--- src/design/iul_pkg.sv ---
// ----------------------------------------------------------------------------
// iul_pkg
// Shared constants and types for the interval union length block.
// ----------------------------------------------------------------------------
`default_nettype none

package iul_pkg;

    localparam int DEF_MAX_INTERVALS = 1024;
    localparam int COORD_W           = 32;
    localparam int LEN_W             = 32;
    localparam int ENTRY_W           = 2 * COORD_W;

    // control from the sequencer to the sweep accumulator
    typedef struct packed {
        logic init;   // first entry of a set: seed run end and total
        logic step;   // merge one further entry
    } sweep_ctl_t;

endpackage

`default_nettype wire

--- src/design/iul_sweep.sv ---
// ----------------------------------------------------------------------------
// iul_sweep
// Merge accumulator: walks sorted intervals and sums the covered length.
// ----------------------------------------------------------------------------
`default_nettype none

module iul_sweep
    import iul_pkg::*;
#(
    parameter int TOT_W = COORD_W + 13
)
(
    input  wire logic                      clk,
    input  wire logic                      rst_n,
    input  wire sweep_ctl_t                ctl,
    input  wire logic signed [COORD_W-1:0] s,
    input  wire logic signed [COORD_W-1:0] e,
    output logic             [LEN_W-1:0]   length
);

    logic signed [COORD_W-1:0] run_end_reg, run_end_next;
    logic signed [TOT_W-1:0]   total_reg, total_next;
    logic signed [TOT_W-1:0]   s_x, e_x, r_x, span;

    assign s_x  = TOT_W'(s);
    assign e_x  = TOT_W'(e);
    assign r_x  = TOT_W'(run_end_reg);
    assign span = e_x - s_x;

    always_comb
    begin
        run_end_next = run_end_reg;
        total_next   = total_reg;
        if (ctl.init)
        begin
            // seed plus the merge of entry zero against itself
            run_end_next = e;
            total_next   = (s > e) ? (span + span) : span;
        end
        else if (ctl.step)
        begin
            if (s > run_end_reg)
            begin
                run_end_next = e;
                total_next   = total_reg + span;
            end
            else if (e > run_end_reg)
            begin
                run_end_next = e;
                total_next   = total_reg + (e_x - r_x);
            end
        end
    end

    always_ff @(posedge clk or negedge rst_n)
    begin
        if (!rst_n)
        begin
            run_end_reg <= '0;
            total_reg   <= '0;
        end
        else
        begin
            run_end_reg <= run_end_next;
            total_reg   <= total_next;
        end
    end

    // clamp to the unsigned result range
    always_comb
    begin
        if (total_reg[TOT_W-1])
        begin
            length = '0;
        end
        else if (|total_reg[TOT_W-2:LEN_W])
        begin
            length = '1;
        end
        else
        begin
            length = total_reg[LEN_W-1:0];
        end
    end

endmodule

`default_nettype wire

--- config.mk ---
export PLATFORM = sky130hd
export DESIGN_NAME = iul_sweep
export DESIGN_NICKNAME = d
export VERILOG_FILES = /design/src/design/iul_pkg.sv /design/src/design/iul_sweep.sv
export SDC_FILE = /design/constraint.sdc
export NUM_CORES = 1
export LEC_CHECK = 0
export BUFFER_PORTS_ARGS = -buffer_cell sky130_fd_sc_hd__buf_2
export CORE_MARGIN = 2
export CORE_UTILIZATION = 62
export CTS_BUF_LIST = sky130_fd_sc_hd__clkbuf_2 sky130_fd_sc_hd__clkbuf_4 sky130_fd_sc_hd__clkbuf_8
export CTS_CLUSTER_DIAMETER = 150
export DETAILED_ROUTE_END_ITERATION = 7
export PLACE_DENSITY = 0.83
export SKIP_CTS_REPAIR_TIMING = 1
export SYNTH_ARGS = -nofsm -noshare
export SYNTH_HDL_FRONTEND = slang
export SYNTH_SLANG_ARGS = --single-unit
--- constraint.sdc ---
create_clock -name clk -period 5.25 [get_ports clk]
set_input_delay 1.05 -clock clk [delete_from_list [all_inputs] [get_ports clk]]
set_output_delay 1.05 -clock clk [all_outputs]
set_load 0.02 [all_outputs]
======== Word-level counts from Yosys, hierarchy flattened ========
Index checks and enable logic that the tools add are counted.
word-level totals
  register bits after elaboration ......... 77
  output and inout port bits .............. 32
  word-level logic and storage cells ...... 25
cells by class
  add/subtract/negate cells ............... 5
  order comparisons ....................... 3
  muxes and demuxes ....................... 11
  reduce and logical (&&, ||, !) cells .... 4
operators with widths
  kind                count
  $mux W45            5
  $mux W32            6
  $gt A32 B32 Y1      3
  $add A45 B33 Y45    2
  $sub A32 B32 Y33    2
  $add A33 B33 Y34    1
  $reduce_or A12 Y1   1
  $reduce_bool A3 Y1  1
  $reduce_and A2 Y1   1
  $reduce_bool A2 Y1  1

======== Longest topological paths before layout ========
Gate-level depths: netlist of run 1.
  word-level depth ........................ 6
  mapped depth ............................ 22

======== Worst setup path before layout of run 1 ========
OpenSTA, ideal clock, no wires.
  kind .................................... in2reg
  from .................................... input port s[7]
  to ...................................... register total_reg[35]
  arrival ................................. 5.128 ns
  required time ........................... 5.130 ns
  slack ................................... 0.001 ns
  stages on the path ...................... 21
  buffers on the path ..................... 1
  cell sequence ........................... inv_1 -> ha_1 -> and3_1 -> and3_1 -> o31a_1 -> or4_1 -> nand3_1 -> o21ai_1 -> xor2_1 -> ha_1 -> clkbuf_1 -> nand4_1 -> o31ai_1 -> a31oi_1 -> o31ai_1 -> nor2_1 -> o21ai_0 -> a21oi_1 -> xor2_1 -> a22oi_1 -> a31o_2
between the ends
  longest elaborated chain between the ends .. 5
  elaborated cells between the ends (all ways) .. 11
  those cells by class .................... 3 x add/sub; 2 x order compare; 4 x mux; 2 x reduce/logical
ends and longest elaborated chain
  what                  line             RTL
  from (decl)           iul_sweep.sv:16  input wire logic signed [COORD_W-1:0] s,
  $sub A32 B32 Y33      iul_sweep.sv:28  assign span = e_x - s_x;
  $add A45 B33 Y45      iul_sweep.sv:45  total_next = total_reg + span;
  $mux W45              iul_sweep.sv:42  if (s > run_end_reg)
  $mux W45              iul_sweep.sv:40  else if (ctl.step)
  $mux W45              iul_sweep.sv:34  if (ctl.init)
  to (signal assigned)  iul_sweep.sv:65  total_reg <= total_next;
  to (decl)             iul_sweep.sv:22  logic signed [TOT_W-1:0] total_reg, total_next;
Several ways; a longest one is shown, not always the timed one. The select of a mux whose other input is x is not followed.
A chain may end at the register's enable or synchronous reset.

======== Worst setup path after layout of run 1 ========
  from .................................... input port e[0]
  to ...................................... register total_reg[34]
between the ends
  longest elaborated chain between the ends .. 6
  elaborated cells between the ends (all ways) .. 14
  those cells by class .................... 5 x add/sub; 2 x order compare; 5 x mux; 2 x reduce/logical
ends and longest elaborated chain
  what              line             RTL
  from (decl)       iul_sweep.sv:17  input wire logic signed [COORD_W-1:0] e,
  $sub A32 B32 Y33  iul_sweep.sv:50  total_next = total_reg + (e_x - r_x);
  $add A45 B33 Y45  iul_sweep.sv:50
  $mux W45          iul_sweep.sv:47  else if (e > run_end_reg)
  $mux W45          iul_sweep.sv:42
  $mux W45          iul_sweep.sv:40
  $mux W45          iul_sweep.sv:34
Several ways; a longest one is shown, not always the timed one. The select of a mux whose other input is x is not followed.

==> results of run 1 <==
[worst max path at each step]
stage / startpoint / end / slack, ns
3_5_place_dp: e[0] / total_reg[37]$_DFFE_PN0P_ / -0.61
6_report: e[0] / total_reg[34]$_DFFE_PN0P_ / 0.05
4_1_cts: e[0] / total_reg[37]$_DFFE_PN0P_ / -0.23
5_1_grt: e[0] / total_reg[41]$_DFFE_PN0P_ / -0.17
3_3_place_gp: e[0] / total_reg[37]$_DFFE_PN0P_ / -0.45
2_1_floorplan: s[7] / total_reg[35]$_DFFE_PN0P_ / 0.001
[power groups by stage]
stage	Clock (mW)	Combinational, mW	Sequential [mW]
after floorplan	0	6.03	0.958
after global placement	0	9.10	1.07
after detailed placement	0	9.28	1.07
after CTS	0.559	9.36	1.06
after global routing	0.577	10.8	1.10
final	0.570	9.96	1.08
[logic make-up (layout without fill, tap and decap cells)]
family	Yosys count	in the layout	synth area share, %
compound gates	553	553	25.6
fa+ha+maj	241	241	24.6
buf+inv	330	645	9.42
flops	77	77	14.1
xor+xnor	106	106	6.78
simple gates	521	521	17.4
mux	29	29	2.12
[critical path, delay by kind of cell]
family	cells	cell delay, ns
AOI/OAI and AO/OA	9	1.44
xor gates and xnor gates	2	0.31
buffers and inverters	6	0.69
and+or+nand+nor	4	1.05
adders and majority gates	3	0.93
[area by class of cell]
| type | count | area [sq um] | area share, % |
|---|---|---|---|
| inverters | 260 | 976 | 5.75 |
| repair buffers | 370 | 2610 | 15.4 |
| multi-input cells | 1450 | 10900 | 64.2 |
| flip-flops and latches | 77 | 1930 | 11.3 |
| clock buffers | 11 | 145 | 0.855 |
| clock inverters | 4 | 72.6 | 0.427 |
| well taps | 280 | 350 | 2.06 |
[cells in the final DEF, fill, tap and decap left out, types with 9 or more instances in the layout]
master and instances:
nand4_1 36, nor2_1 160, mux2i_1 29, xor2_1 39, o21bai_1 13, dfrtp_1 77
a21o_1 34, clkbuf_8 10, and2_1 9, a221oi_1 9, nand3_1 33, nand2_1 166
xnor2_1 61, ha_1 188, a222oi_1 24, o21a_1 11, a211oi_1 14, nor2b_1 18
buf_2 97, o211ai_1 12, a21oi_1 165, inv_1 258, nor4_1 10, buf_4 266
and3_1 10, a31oi_1 20, o21ai_1 31, fa_1 45, nor3_1 23, o21ai_0 115
nand2b_1 15
[layer usage]
metal / vias to the layer above / part of all wire, % / global-route usage (%)
li1: 7138 / - / -
met1: 7248 / 40 / 53.6
met3: 162 / 10 / 7.68
met4: 0 / 4.3 / 15.1
met5: - / 0 / 0
met2: 868 / 45 / 65.4
[per-stage QoR]
step	setup slack, ns	TNS, ns
after floorplan	0.00148	0
after global placement	-0.453	-6.62
after detailed placement	-0.609	-9.31
after global routing	-0.171	-1.58
final	0.0514	0
after CTS	-0.232	-2.02
==> impl_metrics.py, run 1 <==
metrics = {
    "cells_and_area": {
        "largest_register_ffs": 45,
        "final_core_util_pct": 78.0,
        "nNetsFinal": 2477,
        "final_cells": 2452,
        "n_antenna_cell": 0,
        "final_area_sq_um": 17000,
        "drive_gt1_share_pct": 21.8,
        "nFillCells": 1642,
        "areaGrowthSynthToFinish_pct": 24.1,
    },
    "route": {
        "wl_per_cell_um": 20.0,
        "vias": 15400,
        "drt_iter0_markers": 1754,
        "route.detailed.drc": 2,
        "viasPerCell": 6.29,
        "drt_wl_total_um": 49000,
        "first_pass_iters": 8,
        "drt.antenna.violating_nets": 0,
    },
    "pwr": {
        "p_total_mw": 11.6,
        "p_per_area_nw_per_um2": 684,
        "p_sw_mw": 6.28,
        "p_leak_nw": 8.66,
        "clkPwrFrac_pct": 4.9,
        "netSwitchingFraction_pct": 54.1,
        "pwr-share-comb_pct": 85.8,
        "power_frac_seq_pct": 9.3,
        "vdd_ir_drop_max_v": 0.000305,
        "p_int_mw": 5.33,
    },
    "clocking": {
        "cts_tree": "built",
        "path_clk_slew_ns": 0.10,
        "clk_path_buf_depth": 2,
        "clk_latency_ns": 0.41,
        "clock-sinks": 77,
        "cts_htree_levels": 3,
        "cts_root_buf": "clkbuf_8",
        "cts_buffers": 9,
    },
    "synth": {
        "ys_ff_latch": 77,
        "ys_seq_area_share_pct": 14.1,
        "synth.avg_cell_area_sq_um": 7.37,
        "synth_top_area_cell": "ha_1",
        "syn_inst": 1857,
        "synth_most_common_cell": "inv_1",
        "synth_area_sq_um": 13700,
        "synth_warnings": 0,
        "synth_commonest_cells": "inv_1, ha_1, a21oi_1, nand2_1, nor2_1",
        "synth-edff-count": 0,
        "synth_top_area_share_pct": 17.8,
        "synth_area_leaders": "ha_1, dfrtp_1, inv_1, fa_1, a21oi_1",
        "synthDistinctLibCells": 74,
        "synthArstFlopShare_pct": 100,
        "synth_ff_type": "dfrtp_1",
        "synth_nets": 2166,
    },
    "die": {
        "die_h_um": 153,
        "die_x_um": 153,
        "rows": 54,
        "initial_utilization_pct": 62.9,
        "io_pins": 100,
        "dieArea_sq_um": 23300,
        "core-area_sq_um": 21800,
    },
    "timing": {
        "max_freq_mhz": 192,
        "finalCriticalPeriod_ns": 5.20,
        "rsz0062_at_grt": "true",
        "clock_skew_ns": 0.0126,
        "fin_hold_ws_ns": 0.602,
        "finalHoldViolCount": 0,
        "setup_viol": 0,
        "finalCritPeriodShare_pct": 99.0,
        "tightest_slew_ns": 1.14,
        "slew_headroom_pct": 24.3,
        "drv_slew": 0,
    },
    "worst_setup_path": {
        "path_common_cell": "buf_4",
        "crit_slowest_cell": "or4_4",
        "slowest_delay_ns": 0.42,
        "r2r_cells": 15,
        "reg2reg_from": "total_reg[8]$_DFFE_PN0P_",
        "endpoint_kind": "flop",
        "worstPathCellList": "buf_2 > inv_1 > ha_4 > fa_2 > nand2b_4 > a21o_1 > buf_4 > o21ai_4 > a31oi_2 > o21ai_2 > buf_4 > buf_4 > a221oi_2 > buf_4 > xnor2_1 > ha_1 > nand3_1 > or3_1 > or4_4 > o211ai_1 > a21oi_1 > xnor2_1 > a221oi_2 > a21oi_1",
        "critPathArrivalTime_ns": 5.49,
        "r2r_end": "total_reg[43]$_DFFE_PN0P_",
        "startpoint_type": "input port",
        "critPathRequiredTime_ns": 5.54,
        "crit_type": "input port to flop",
        "worstPathMaxFanout": 2,
        "rrSetupSlack_ns": 0.89,
    },
    "global_route": {
        "grt_antenna_before_repair": 1,
        "grt_pass1_wl_um": 76000,
        "grt_max_degree": 78,
        "grt_pass1_vias": 14900,
        "overflow": 0,
        "track_usage_pct": 40.3,
    },
    "run_status": {
        "violations": "design-rule violations",
        "status": "finished, violations left",
    },
    "worst_hold_path": {
        "hold_path_depth": 2,
        "hp-class": "flop to flop",
        "whs_endpoint": "run_end_reg[31]$_DFFE_PN0P_",
        "hp-start": "run_end_reg[31]$_DFFE_PN0P_",
    },
    "run": {
        "max-cap-violations": 0,
    },
    "place": {
        "dpl_cell_area_sq_um": 16300,
        "place_inst": 2428,
        "place.gp.congestion": 1.03,
        "io_buffers": 99,
        "hpwl_um": 39000,
    },
}
No activity file was read; power rests on OpenSTA's default activity.
==> run 2: changes to the inputs <==
Settings changed: CTS_CLUSTER_DIAMETER 150 to 50, SETUP_SLACK_MARGIN from default to 0.5.
==> impl_metrics.py, run 2 (synthesized netlist as in run 1, its figures left out) <==
metrics = {
    "die": {
        "die_h_um": 153,
        "dieArea_sq_um": 23300,
        "rows": 54,
        "core-area_sq_um": 21800,
        "io_pins": 100,
        "initial_utilization_pct": 62.9,
        "die_x_um": 153,
    },
    "timing": {
        "worst_slack_ns": 0.00484,
        "drv_slew": 0,
        "slew_headroom_pct": 43.7,
        "finalCritPeriodShare_pct": 99.9,
        "finalHoldViolCount": 0,
        "fin_setup_tns_ns": 0,
        "rsz0062_at_grt": "true",
        "max_freq_mhz": 191,
        "tightest_slew_ns": 0.823,
        "fin_hold_ws_ns": 0.600,
        "finalCriticalPeriod_ns": 5.25,
        "clock_skew_ns": 0.0245,
        "setup_viol": 0,
    },
    "worst_setup_path": {
        "startpoint_type": "input port",
        "critPathRequiredTime_ns": 5.52,
        "worstPathCellList": "buf_2 > buf_4 > inv_6 > ha_4 > nor2b_4 > o31a_1 > o2111a_2 > or3_4 > nor2_2 > o21ai_0 > xor2_1 > ha_1 > nand2_1 > buf_4 > nor2_1 > nand2_1 > a211oi_2 > nor2_2 > o21ai_2 > buf_4 > xnor2_1 > mux2i_1 > a22oi_1 > o21ai_0",
        "endpoint_kind": "flop",
        "crit_type": "input port to flop",
        "slowest_delay_ns": 0.37,
        "crit_slowest_cell": "or3_4",
        "critPathArrivalTime_ns": 5.52,
        "worstPathMaxFanout": 4,
        "cp_top_family": "compound AO/OA/AOI/OAI gates",
        "path_common_cell": "buf_4",
        "path_buf_inv": 5,
    },
    "route": {
        "vias": 15500,
        "first_pass_iters": 6,
        "drt_wl_total_um": 50100,
        "routedLengthMet1_um": 19900,
        "drt.antenna.violating_nets": 0,
        "dr_wl_met3_um": 5100,
        "wl_met2_um": 22700,
        "wl_per_cell_um": 20.5,
        "viasPerCell": 6.37,
        "route.detailed.drc": 0,
        "highest_layer": "met4",
        "drt_iter0_markers": 1717,
    },
    "place": {
        "hpwl_um": 39300,
        "place.gp.congestion": 0.989,
        "dpl_cell_area_sq_um": 16300,
        "io_buffers": 99,
        "dp_slack_ns": -0.328,
    },
    "cells_and_area": {
        "final_area_sq_um": 17500,
        "nFillCells": 1529,
        "drive_gt1_share_pct": 24.6,
        "layout_common_cells": "inv_1, buf_4, ha_1",
        "nNetsFinal": 2463,
        "largest_register_ffs": 45,
        "final_common_cell": "inv_1",
        "n_antenna_cell": 0,
        "areaGrowthSynthToFinish_pct": 27.7,
    },
    "clocking": {
        "path_clk_slew_ns": 0.10,
        "cts_htree_levels": 3,
        "clk_latency_ns": 0.40,
        "cts_buffers": 9,
        "cts_root_buf": "clkbuf_8",
        "clock-sinks": 77,
        "clk_path_buf_depth": 2,
        "cts_tree": "built",
    },
    "global_route": {
        "overflow": 0,
        "grt_pass1_vias": 14700,
        "grt_pass1_wl_um": 75200,
        "grt_antenna_before_repair": 0,
        "track_usage_pct": 39.9,
        "grt_max_degree": 70,
    },
    "run_status": {
        "status": "finished, final reports clean",
    },
    "pwr": {
        "p_leak_nw": 8.70,
        "vdd_ir_drop_max_v": 0.000320,
        "p_per_area_nw_per_um2": 688,
    },
    "worst_hold_path": {
        "hp-class": "flop to flop",
    },
    "run": {
        "max-cap-violations": 0,
    },
}
==> run 2: cell count changes in the layout (fill, tap and decap cells not counted), sizes merged <==
| cell | before | now |
|---|---|---|
| clkinv | 1 | 0 |
| inv | 260 | 261 |
| clkinvlp | 1 | 2 |
| buf | 370 | 356 |
==> run 2: final timing paths <==
kind	slack (ns)	startpoint	cells past startpoint	endpoint
worst max-delay path	0.005	s[1]	24	total_reg[31]$_DFFE_PN0P_
worst min-delay path	0.60	run_end_reg[0]$_DFFE_PN0P_	2	run_end_reg[0]$_DFFE_PN0P_
worst max register to register	0.81	total_reg[24]$_DFFE_PN0P_	14	total_reg[43]$_DFFE_PN0P_
worst min register to register	0.60	run_end_reg[0]$_DFFE_PN0P_	2	run_end_reg[0]$_DFFE_PN0P_
max in group asynchronous	3.57	rst_n	2	total_reg[37]$_DFFE_PN0P_
min in group asynchronous	0.69	rst_n	1	run_end_reg[12]$_DFFE_PN0P_
==> run 2: layer usage <==
metal,vias to the layer above,global-route usage [%]
met1,7323,53.3
li1,7110,-
met3,159,5.69
met5,-,0
met2,933,64.9
met4,0,16.8
==> run 2: area by class of cell <==
class	count	area, sq um	share of cell area, %
inverters	260	993	5.68
clock buffers	11	139	0.795
flip-flops and latches	77	1930	11.0
repair buffers	356	2560	14.6
multi-input cells	1450	11400	65.4
clock inverters	5	83.8	0.480
well taps	280	350	2.00
==> run 2: report_power, final <==
group	switching (mW)	internal (mW)
sequential	0.270	0.797
combinational	6.01	4.39
clock	0.285	0.281
total	6.56	5.47
==> run 2: worst min-delay path, delay by kind of cell, from the launching register on <==
family             cells  cell delay [ns]
DFF                    1             0.44
AOI/OAI and AO/OA      1             0.07
and+or+nand+nor        1             0.06
==> run 2: metrics by stage <==
stage / utilization, % / power (mW) / cells
after global placement: 75.1 / 10.1 / 2401
after floorplan: - / 7.08 / 1857
after global routing: 80.3 / 12.8 / 2439
final: 80.3 / 12.0 / 2439
after CTS: 76.1 / 10.9 / 2417
after detailed placement: 75.1 / 10.3 / 2401
